$ cat config.mk
export PLATFORM = sky130hd
export DESIGN_NAME = smooth_weighted_quota_picker
export DESIGN_NICKNAME = d
export VERILOG_FILES = /design/src/sv/swqp_pkg.sv /design/src/sv/smooth_weighted_quota_picker.sv /design/src/sv/swqp_tbl.sv /design/src/sv/swqp_alu.sv
export SDC_FILE = /design/constraint.sdc
export NUM_CORES = 2
export LEC_CHECK = 0
export BUFFER_PORTS_ARGS = -buffer_cell sky130_fd_sc_hd__buf_2
export CORE_AREA = 2 2 336 338
export DETAILED_ROUTE_END_ITERATION = 10
export DIE_AREA = 0 0 338 340
export PLACE_DENSITY_LB_ADDON = 0.3
export SETUP_SLACK_MARGIN = 0.5
export SYNTH_ARGS = -nofsm -noshare
export SYNTH_HDL_FRONTEND = slang
export SYNTH_HIERARCHICAL = 1
export SYNTH_SLANG_ARGS = --single-unit
$ cat constraint.sdc
create_clock -name i_clk -period 10.8 [get_ports i_clk]
set_input_delay 1.62 -clock i_clk [delete_from_list [all_inputs] [get_ports i_clk]]
set_output_delay 1.62 -clock i_clk [all_outputs]
set_load 0.005 [all_outputs]
$ cat src/sv/swqp_pkg.sv
// Shared types and constants for the smooth weighted quota picker.
// No dependencies; imported by every module of the block.
package swqp_pkg;

    localparam int SOURCES  = 8;
    localparam int SRC_W    = (SOURCES > 1) ? $clog2(SOURCES) : 1;
    localparam int SLOT_W   = 3;
    localparam int ACTION_W = 2;
    localparam int WEIGHT_W = 16;
    localparam int QUOTA_W  = 16;
    localparam int CREDIT_W = 32;
    localparam int LIMIT_W  = 16;
    localparam int PICKS_W  = 16;
    localparam int SRC_OUT_W = 3;

    localparam int IN_TDATA_W  = 40;
    localparam int OUT_TDATA_W = 24;

    localparam logic [ACTION_W-1:0] ACT_CLEAR = 2'd0;
    localparam logic [ACTION_W-1:0] ACT_SET   = 2'd1;
    localparam logic [ACTION_W-1:0] ACT_PICK  = 2'd2;

    localparam logic [CREDIT_W:0]   ONE_CREDIT       = 33'd256;
    localparam logic [LIMIT_W-1:0]  PICK_LIMIT_RESET = 16'd64;
    localparam logic [CREDIT_W-1:0] CREDIT_MAX       = 32'h7FFF_FFFF;
    localparam logic [CREDIT_W-1:0] CREDIT_MIN       = 32'h8000_0000;

    typedef struct packed {
        logic [WEIGHT_W-1:0] weight;
        logic [CREDIT_W-1:0] credit;
        logic [QUOTA_W-1:0]  quota;
        logic [QUOTA_W-1:0]  taken;
    } t_entry;

    typedef struct packed {
        logic             clr;
        logic             we;
        logic [SRC_W-1:0] waddr;
        t_entry           wdata;
    } t_tbl_wr;

    typedef enum logic {
        ALU_ADD_W,
        ALU_SUB_ONE
    } t_alu_op;

    typedef struct packed {
        t_alu_op             op;
        logic [CREDIT_W-1:0] credit;
        logic [WEIGHT_W-1:0] weight;
        logic [CREDIT_W-1:0] ref_credit;
    } t_alu_req;

    typedef struct packed {
        logic [CREDIT_W-1:0] credit;
        logic                gt;
    } t_alu_rsp;

    typedef enum logic [1:0] {
        ST_IDLE,
        ST_WALK,
        ST_FINISH,
        ST_EMIT
    } t_state;

endpackage

$ cat src/sv/smooth_weighted_quota_picker.sv
// Top level of the smooth weighted quota picker: sequencer, pick counter,
// limit register and output register. Uses swqp_pkg, swqp_tbl, swqp_alu.
//
//  channel   dir  handshake                     contents
//  s_axis    in   s_axis_tvalid/s_axis_tready   action, slot, weight, quota
//  m_axis    out  m_axis_tvalid/m_axis_tready   found, chosen source, sample index
//  cfg       in   i_cfg_valid/o_cfg_ready       pick_limit
//
// Clear and set are applied in ST_IDLE. A pick walks the table one source per cycle
// through the shared credit unit; when the limit is already reached it skips the
// walk and goes straight to ST_EMIT.
// Reset is synchronous and clears the whole table at once.
// A result waits in the output register; a new one stalls only in ST_EMIT.
module smooth_weighted_quota_picker (
    input  logic                                  i_clk,
    input  logic                                  i_rst_n,
    input  logic                                  s_axis_tvalid,
    output logic                                  s_axis_tready,
    // [2:0] source_slot, [18:3] weight_in, [34:19] quota_in, rest zero
    input  logic [swqp_pkg::IN_TDATA_W-1:0]       s_axis_tdata,
    // [1:0] action
    input  logic [swqp_pkg::ACTION_W-1:0]         s_axis_tuser,
    output logic                                  m_axis_tvalid,
    input  logic                                  m_axis_tready,
    // [2:0] chosen_source, [18:3] sample_index, rest zero
    output logic [swqp_pkg::OUT_TDATA_W-1:0]      m_axis_tdata,
    // [0] found
    output logic                                  m_axis_tuser,
    input  logic                                  i_cfg_valid,
    output logic                                  o_cfg_ready,
    input  logic [swqp_pkg::LIMIT_W-1:0]          i_cfg_data
);
    import swqp_pkg::*;

    t_state              r_state, n_state;
    logic [SRC_W-1:0]    r_idx, n_idx;
    logic [SRC_W-1:0]    r_best, n_best;
    logic                r_have, n_have;
    logic [CREDIT_W-1:0] r_lead_credit, n_lead_credit;
    logic [PICKS_W-1:0]  r_picks, n_picks;
    logic [LIMIT_W-1:0]  r_limit;
    logic                r_res_found, n_res_found;
    logic [SRC_W-1:0]    r_res_src, n_res_src;
    logic [QUOTA_W-1:0]  r_res_sample, n_res_sample;
    logic                r_out_valid, n_out_valid;
    logic [OUT_TDATA_W-1:0] r_out_tdata, n_out_tdata;
    logic                r_out_tuser, n_out_tuser;

    logic                in_acc;
    logic [SLOT_W-1:0]   in_slot;
    logic [WEIGHT_W-1:0] in_weight;
    logic [QUOTA_W-1:0]  in_quota;
    logic                slot_ok;
    logic [SRC_W-1:0]    raddr;
    t_entry              entry;
    logic                active;
    t_tbl_wr             tbl_wr;
    t_alu_req            alu_req;
    t_alu_rsp            alu_rsp;

    assign in_acc    = s_axis_tvalid && s_axis_tready;
    assign in_slot   = s_axis_tdata[2:0];
    assign in_weight = s_axis_tdata[18:3];
    assign in_quota  = s_axis_tdata[34:19];
    assign slot_ok   = 32'(in_slot) < SOURCES;

    assign o_cfg_ready   = 1'b1;
    assign m_axis_tvalid = r_out_valid;
    assign m_axis_tdata  = r_out_tdata;
    assign m_axis_tuser  = r_out_tuser;
    assign s_axis_tready = (r_state == ST_IDLE);

    assign raddr  = (r_state == ST_FINISH) ? r_best : r_idx;
    assign active = entry.taken < entry.quota;

    swqp_tbl u_tbl (
        .i_clk   (i_clk),
        .i_rst_n (i_rst_n),
        .i_raddr (raddr),
        .o_rdata (entry),
        .i_wr    (tbl_wr)
    );

    swqp_alu u_alu (
        .i_req (alu_req),
        .o_rsp (alu_rsp)
    );

    always_comb begin
        alu_req.op         = (r_state == ST_FINISH) ? ALU_SUB_ONE : ALU_ADD_W;
        alu_req.credit     = entry.credit;
        alu_req.weight     = entry.weight;
        alu_req.ref_credit = r_lead_credit;
    end

    always_ff @(posedge i_clk) begin
        if (!i_rst_n) begin
            r_state <= ST_IDLE;
        end else begin
            r_state <= n_state;
        end
    end

    always_ff @(posedge i_clk) begin
        if (!i_rst_n) begin
            r_have      <= 1'b0;
            r_picks     <= '0;
            r_limit     <= PICK_LIMIT_RESET;
            r_out_valid <= 1'b0;
        end else begin
            r_have      <= n_have;
            r_picks     <= n_picks;
            r_out_valid <= n_out_valid;
            if (i_cfg_valid && o_cfg_ready) begin
                r_limit <= i_cfg_data;
            end
        end
    end

    always_ff @(posedge i_clk) begin
        r_idx         <= n_idx;
        r_best        <= n_best;
        r_lead_credit <= n_lead_credit;
        r_res_found   <= n_res_found;
        r_res_src     <= n_res_src;
        r_res_sample  <= n_res_sample;
        r_out_tdata   <= n_out_tdata;
        r_out_tuser   <= n_out_tuser;
    end

    always_comb begin
        n_state       = r_state;
        n_idx         = r_idx;
        n_best        = r_best;
        n_have        = r_have;
        n_lead_credit = r_lead_credit;
        n_picks       = r_picks;
        n_res_found   = r_res_found;
        n_res_src     = r_res_src;
        n_res_sample  = r_res_sample;
        n_out_valid   = r_out_valid;
        n_out_tdata   = r_out_tdata;
        n_out_tuser   = r_out_tuser;
        tbl_wr.clr    = 1'b0;
        tbl_wr.we     = 1'b0;
        tbl_wr.waddr  = r_idx;
        tbl_wr.wdata  = entry;

        if (r_out_valid && m_axis_tready) begin
            n_out_valid = 1'b0;
        end

        case (r_state)
            ST_IDLE: begin
                if (in_acc) begin
                    case (s_axis_tuser)
                        ACT_CLEAR: begin
                            tbl_wr.clr = 1'b1;
                            n_picks    = '0;
                        end
                        ACT_SET: begin
                            if (slot_ok) begin
                                tbl_wr.we           = 1'b1;
                                tbl_wr.waddr        = SRC_W'(in_slot);
                                tbl_wr.wdata.weight = in_weight;
                                tbl_wr.wdata.credit = '0;
                                tbl_wr.wdata.quota  = in_quota;
                                tbl_wr.wdata.taken  = '0;
                            end
                        end
                        ACT_PICK: begin
                            if (r_picks >= r_limit) begin
                                n_res_found  = 1'b0;
                                n_res_src    = '0;
                                n_res_sample = '0;
                                n_state      = ST_EMIT;
                            end else begin
                                n_idx   = '0;
                                n_have  = 1'b0;
                                n_state = ST_WALK;
                            end
                        end
                        default: begin
                        end
                    endcase
                end
            end
            ST_WALK: begin
                if (active) begin
                    tbl_wr.we           = 1'b1;
                    tbl_wr.wdata.credit = alu_rsp.credit;
                    if (!r_have || alu_rsp.gt) begin
                        n_best        = r_idx;
                        n_lead_credit = alu_rsp.credit;
                        n_have        = 1'b1;
                    end
                end
                if (r_idx == SRC_W'(SOURCES - 1)) begin
                    n_state = ST_FINISH;
                end else begin
                    n_idx = r_idx + 1'b1;
                end
            end
            ST_FINISH: begin
                if (r_have) begin
                    tbl_wr.we           = 1'b1;
                    tbl_wr.waddr        = r_best;
                    tbl_wr.wdata.credit = alu_rsp.credit;
                    tbl_wr.wdata.taken  = entry.taken + 1'b1;
                    n_picks             = r_picks + 1'b1;
                    n_res_found         = 1'b1;
                    n_res_src           = r_best;
                    n_res_sample        = entry.taken;
                end else begin
                    n_res_found  = 1'b0;
                    n_res_src    = '0;
                    n_res_sample = '0;
                end
                n_state = ST_EMIT;
            end
            ST_EMIT: begin
                if (!r_out_valid || m_axis_tready) begin
                    n_out_valid = 1'b1;
                    n_out_tdata = {5'd0, r_res_sample, SRC_OUT_W'(r_res_src)};
                    n_out_tuser = r_res_found;
                    n_state     = ST_IDLE;
                end
            end
            default: begin
                n_state = ST_IDLE;
            end
        endcase
    end

    // pick at the limit reports not found and skips the walk
    a_limit_skip: assert property (@(posedge i_clk) disable iff (!i_rst_n)
        (in_acc && s_axis_tuser == ACT_PICK && r_picks >= r_limit)
        |=> (r_state == ST_EMIT && !r_res_found))
        else $error("limit-reached pick did not go straight to emit");

    // no winner means the pick count holds
    a_no_winner: assert property (@(posedge i_clk) disable iff (!i_rst_n)
        (r_state == ST_FINISH && !r_have) |=> $stable(r_picks))
        else $error("pick count moved without a winner");

    // saturating add of a weight never lowers a credit
    a_add_mono: assert property (@(posedge i_clk) disable iff (!i_rst_n)
        (r_state == ST_WALK && active)
        |-> !($signed(alu_rsp.credit) < $signed(entry.credit)))
        else $error("credit decreased on weight add");

    // a winning pick advances the pick count by one
    a_found_count: assert property (@(posedge i_clk) disable iff (!i_rst_n)
        (r_state == ST_FINISH && r_have) |=> (r_picks == $past(r_picks) + 1'b1))
        else $error("pick count not advanced on a winning pick");

endmodule

$ cat src/sv/swqp_tbl.sv
// Source table: weight, credit, quota and taken count per source, in flops.
// One read port, one write port, clear of the whole table at once. Depends on swqp_pkg.
module swqp_tbl (
    input  logic                        i_clk,
    input  logic                        i_rst_n,
    input  logic [swqp_pkg::SRC_W-1:0]  i_raddr,
    output swqp_pkg::t_entry            o_rdata,
    input  swqp_pkg::t_tbl_wr           i_wr
);
    import swqp_pkg::*;

    t_entry r_tbl [SOURCES];

    always_ff @(posedge i_clk) begin
        if (!i_rst_n || i_wr.clr) begin
            for (int i = 0; i < SOURCES; i++) begin
                r_tbl[i] <= '0;
            end
        end else if (i_wr.we) begin
            r_tbl[i_wr.waddr] <= i_wr.wdata;
        end
    end

    assign o_rdata = r_tbl[i_raddr];

endmodule

$ cat src/sv/swqp_alu.sv
// Shared credit unit: saturating add of a weight or removal of 1.0,
// plus signed compare against the running best. Depends on swqp_pkg.
module swqp_alu (
    input  swqp_pkg::t_alu_req i_req,
    output swqp_pkg::t_alu_rsp o_rsp
);
    import swqp_pkg::*;

    logic [CREDIT_W:0]   sum;
    logic [CREDIT_W:0]   operand;
    logic [CREDIT_W-1:0] sat;

    always_comb begin
        operand = (i_req.op == ALU_ADD_W) ? (CREDIT_W+1)'(i_req.weight) : ONE_CREDIT;
        if (i_req.op == ALU_ADD_W) begin
            sum = {i_req.credit[CREDIT_W-1], i_req.credit} + operand;
        end else begin
            sum = {i_req.credit[CREDIT_W-1], i_req.credit} - operand;
        end
        if (sum[CREDIT_W] != sum[CREDIT_W-1]) begin
            sat = sum[CREDIT_W] ? CREDIT_MIN : CREDIT_MAX;
        end else begin
            sat = sum[CREDIT_W-1:0];
        end
        o_rsp.credit = sat;
        o_rsp.gt     = $signed(sat) > $signed(i_req.ref_credit);
    end

endmodule

==> results.yml <==
cells_and_area:
  syn2layout_area_growth_pct: 12.4
  register_area_sq_um: 22300
  final_util_pct: 37.9
  drive_gt1_share_pct: 18.2
  multiInputGateArea_sq_um: 13900
  nNetsFinal: 3037
  n_fill_cell: 10702
route:
  first_pass_iters: 5
  drcViolationCount: 0
  avgRoutedWirePerCell_um: 22.0
  avgViaCountPerCell: 5.38
  drt_wl_total_um: 97500
  vias: 23857
  ant_nets: 0
  drtIter0Drc: 1913
yosys:
  syn-instance-count: 2878
  synth-edff-count: 718
  synth-seq-area-share_pct: 59.2
  async_reset_ff_share_pct: 0
  synth_ff_type: "edfxtp_1"
  yosysWarnings: 6
  synth.distinct_cells: 84
  yosys_register_bits: 754
  syn_area_per_cell_sq_um: 13.1
  synth_area_sq_um: 37600
sta:
  maxSlewViolCount: 0
  whs_ns: 0.419
  rsz0062_at_grt: "no"
  period_needed_ns: 9.62
  max_freq_mhz: 104
  worst_pin_slew_ns: 1.10
  fin_crit_sh_pct: 89.1
  fin_skew_ns: 0.0296
  setup_slack_ns: 1.18
  slew_headroom_pct: 26.3
  setup_viol: 0
  fin_setup_tns_ns: 0
  finalHoldViolations: 0
floorplanning:
  start_util_pct: 33.7
  die_y_um: 340
  die_area_sq_um: 115000
  dieWidth_um: 338
  rows: 123
  num_io_pins: 91
  core_sq_um: 112000
placed_design:
  place_ws_ns: 1.07
  port_buffers: 79
  hpwl_um: 54700
  globalplace.congestion: 0.853
grt:
  grt_max_degree: 157
  top_usage_layer: "met2"
  antenna_found_initial: 3
  grtUsageMet3_pct: 2.13
  met1_usage_pct: 23.4
  grt_pass1_vias: 24683
  grt_pass1_wl_um: 150000
  grtUsageTotal_pct: 16.8
  grt-ovfl-total: 0
  grt.met2_usage_pct: 27.9
clock_tree:
  ctsResizeCount: 0
  cts_buffers: 81
  ctsLongestPathBuffers: 3
  htree_levels: 3
  tritoncts: "built"
  cts_sinks: 754
  path_clk_slew_ns: 0.06
  clkLatencyLatePin_ns: 0.64
  root_buffer: "clkbuf_16"
worst_setup_path:
  endpoint_kind: "flip-flop"
  critical_path_class: "reg2reg"
  crit_arrival_ns: 9.89
  critPathRequiredTime_ns: 11.07
  cp_max_fo: 44
  crit_slowest_cell: "mux2_8"
  slowest_delay_ns: 0.56
  setup.worst_path.start_class: "flip-flop"
job:
  cap_violations: 0
hold_path:
  hp-class: "reg2reg"
run_status:
  status: "finished clean"
-- final cells by class --
class                   instances  area share (%)
well taps                    1500            4.44
clock buffers                 100            5.06
multi-input cells            1733            33.0
inverters                     161            1.43
diodes                          1         0.00592
clock inverters                49            1.25
flip-flops and latches        754            52.7
repair buffers                137            2.14
-- cell usage in the layout (no fill, tap or decap), types with 13 or more instances in the layout --
master / netlist / routed
o21ai_1: 14 / 13
ha_1: 105 / 104
clkbuf_16: 0 / 83
buf_4: 10 / 52
clkinv_1: 81 / 102
edfxtp_1: 718 / 718
nor3_1: 654 / 652
clkbuf_1: 182 / 17
a22o_1: 47 / 47
nand2_1: 118 / 117
xor2_1: 28 / 28
mux2_2: 85 / 82
a21oi_1: 60 / 59
nor2_1: 69 / 69
and3_1: 32 / 31
inv_1: 80 / 80
mux4_2: 160 / 160
xnor2_1: 32 / 32
mux2i_1: 16 / 16
a21o_1: 42 / 42
buf_2: 25 / 79
nand2b_1: 26 / 24
dfxtp_1: 36 / 36
o21ai_0: 66 / 58
nand4_1: 26 / 26
-- timing repair --
item | in CTS | in global routing
buffers inserted | 0 | 0
hold buffers | 0 | 0
setup endpoints to repair | 0 | 32
hold endpoints to repair | 0 | 0
-- worst max-delay path, delay by kind of cell (launching register included) --
family / cells / cell delay, ns
simple gates: 9 / 2.44
mux: 3 / 1.40
fa+ha+maj: 3 / 1.25
compound gates: 13 / 2.65
buf+inv: 4 / 1.07
flops: 1 / 0.33
-- routing by layer --
layer / part of all wire (%) / routed length [um] / up-vias
met4: 1.8 / 1710 / 2
met2: 49 / 47400 / 589
met5: 0.011 / 11 / -
met3: 4.9 / 4740 / 120
li1: - / - / 11016
met1: 45 / 43600 / 12130
-- cell families (layout without fill, tap and decap cells) --
logic type               after synthesis  after routing  share of synthesized area [%]
AO/OA/AOI/OAI                        304            304                           5.54
XOR/XNOR                              60             60                           1.40
adder cells (fa/ha/maj)              108            108                           3.61
buffers and inverters                396            447                           4.42
flip-flops                           754            754                           59.2
multiplexers                         261            262                           12.5
other                                  2              7                         0.0200
AND/OR/NAND/NOR                      993            993                           13.2
-- per-stage QoR --
step / cells / area [sq um]
2_1_floorplan: 2882 / 37600
3_3_place_gp: 4284 / 39600
3_5_place_dp: 4284 / 39600
4_1_cts: 4433 / 42300
5_1_grt: 4434 / 42300
6_report: 4435 / 42300
-- state kept, by name, summed over array words and instances (netlist names), 2 cells and up --
name           flops
u_tbl/r_tbl      640
r_lead_credit     32
m_axis_tdata      19
r_limit           16
r_picks           16
r_res_sample      16
r_best             3
r_idx              3
r_res_src          3
r_state            2
-- synth_stat cells, types with 4 or more instances --
| master | instances | area share, % |
|---|---|---|
| edfxtp_1 | 718 | 57 |
| nor3_1 | 654 | 8.7 |
| clkbuf_1 | 182 | 1.8 |
| mux4_2 | 160 | 9.6 |
| nand2_1 | 118 | 1.2 |
| ha_1 | 105 | 3.5 |
| mux2_2 | 85 | 2.5 |
| clkinv_1 | 81 | 0.81 |
| inv_1 | 80 | 0.80 |
| nor2_1 | 69 | 0.69 |
| o21ai_0 | 66 | 0.88 |
| a21oi_1 | 60 | 0.80 |
| a22o_1 | 47 | 1.1 |
| a21o_1 | 42 | 0.84 |
| dfxtp_1 | 36 | 1.9 |
| and3_1 | 32 | 0.53 |
| xnor2_1 | 32 | 0.74 |
| xor2_1 | 28 | 0.65 |
| nand2b_1 | 26 | 0.43 |
| nand4_1 | 26 | 0.43 |
| buf_2 | 25 | 0.33 |
| mux2i_1 | 16 | 0.43 |
| o21ai_1 | 14 | 0.19 |
| buf_6 | 13 | 0.39 |
| nor2b_1 | 12 | 0.20 |
| o21a_1 | 11 | 0.22 |
| buf_4 | 10 | 0.20 |
| nand3_1 | 10 | 0.13 |
| or3_1 | 10 | 0.17 |
| and2_1 | 8 | 0.13 |
| o21bai_1 | 8 | 0.16 |
| a31oi_1 | 7 | 0.12 |
| a211oi_1 | 5 | 0.10 |
| a221o_1 | 5 | 0.13 |
| o31ai_1 | 4 | 0.080 |
| or2_2 | 4 | 0.067 |
-- final timing paths --
path           startpoint               end  slack (ns)  cells past startpoint
max            r_state[0]  r_lead_credit[5]        1.18                     32
min          r_res_src[2]   m_axis_tdata[2]        0.42                      0
max reg2reg    r_state[0]  r_lead_credit[5]        1.18                     32
min reg2reg  r_res_src[2]   m_axis_tdata[2]        0.42                      0
Power is left out: the tool's default activity adds up to more than one toggle a clock period on the data nets, which glitch-free logic cannot reach.
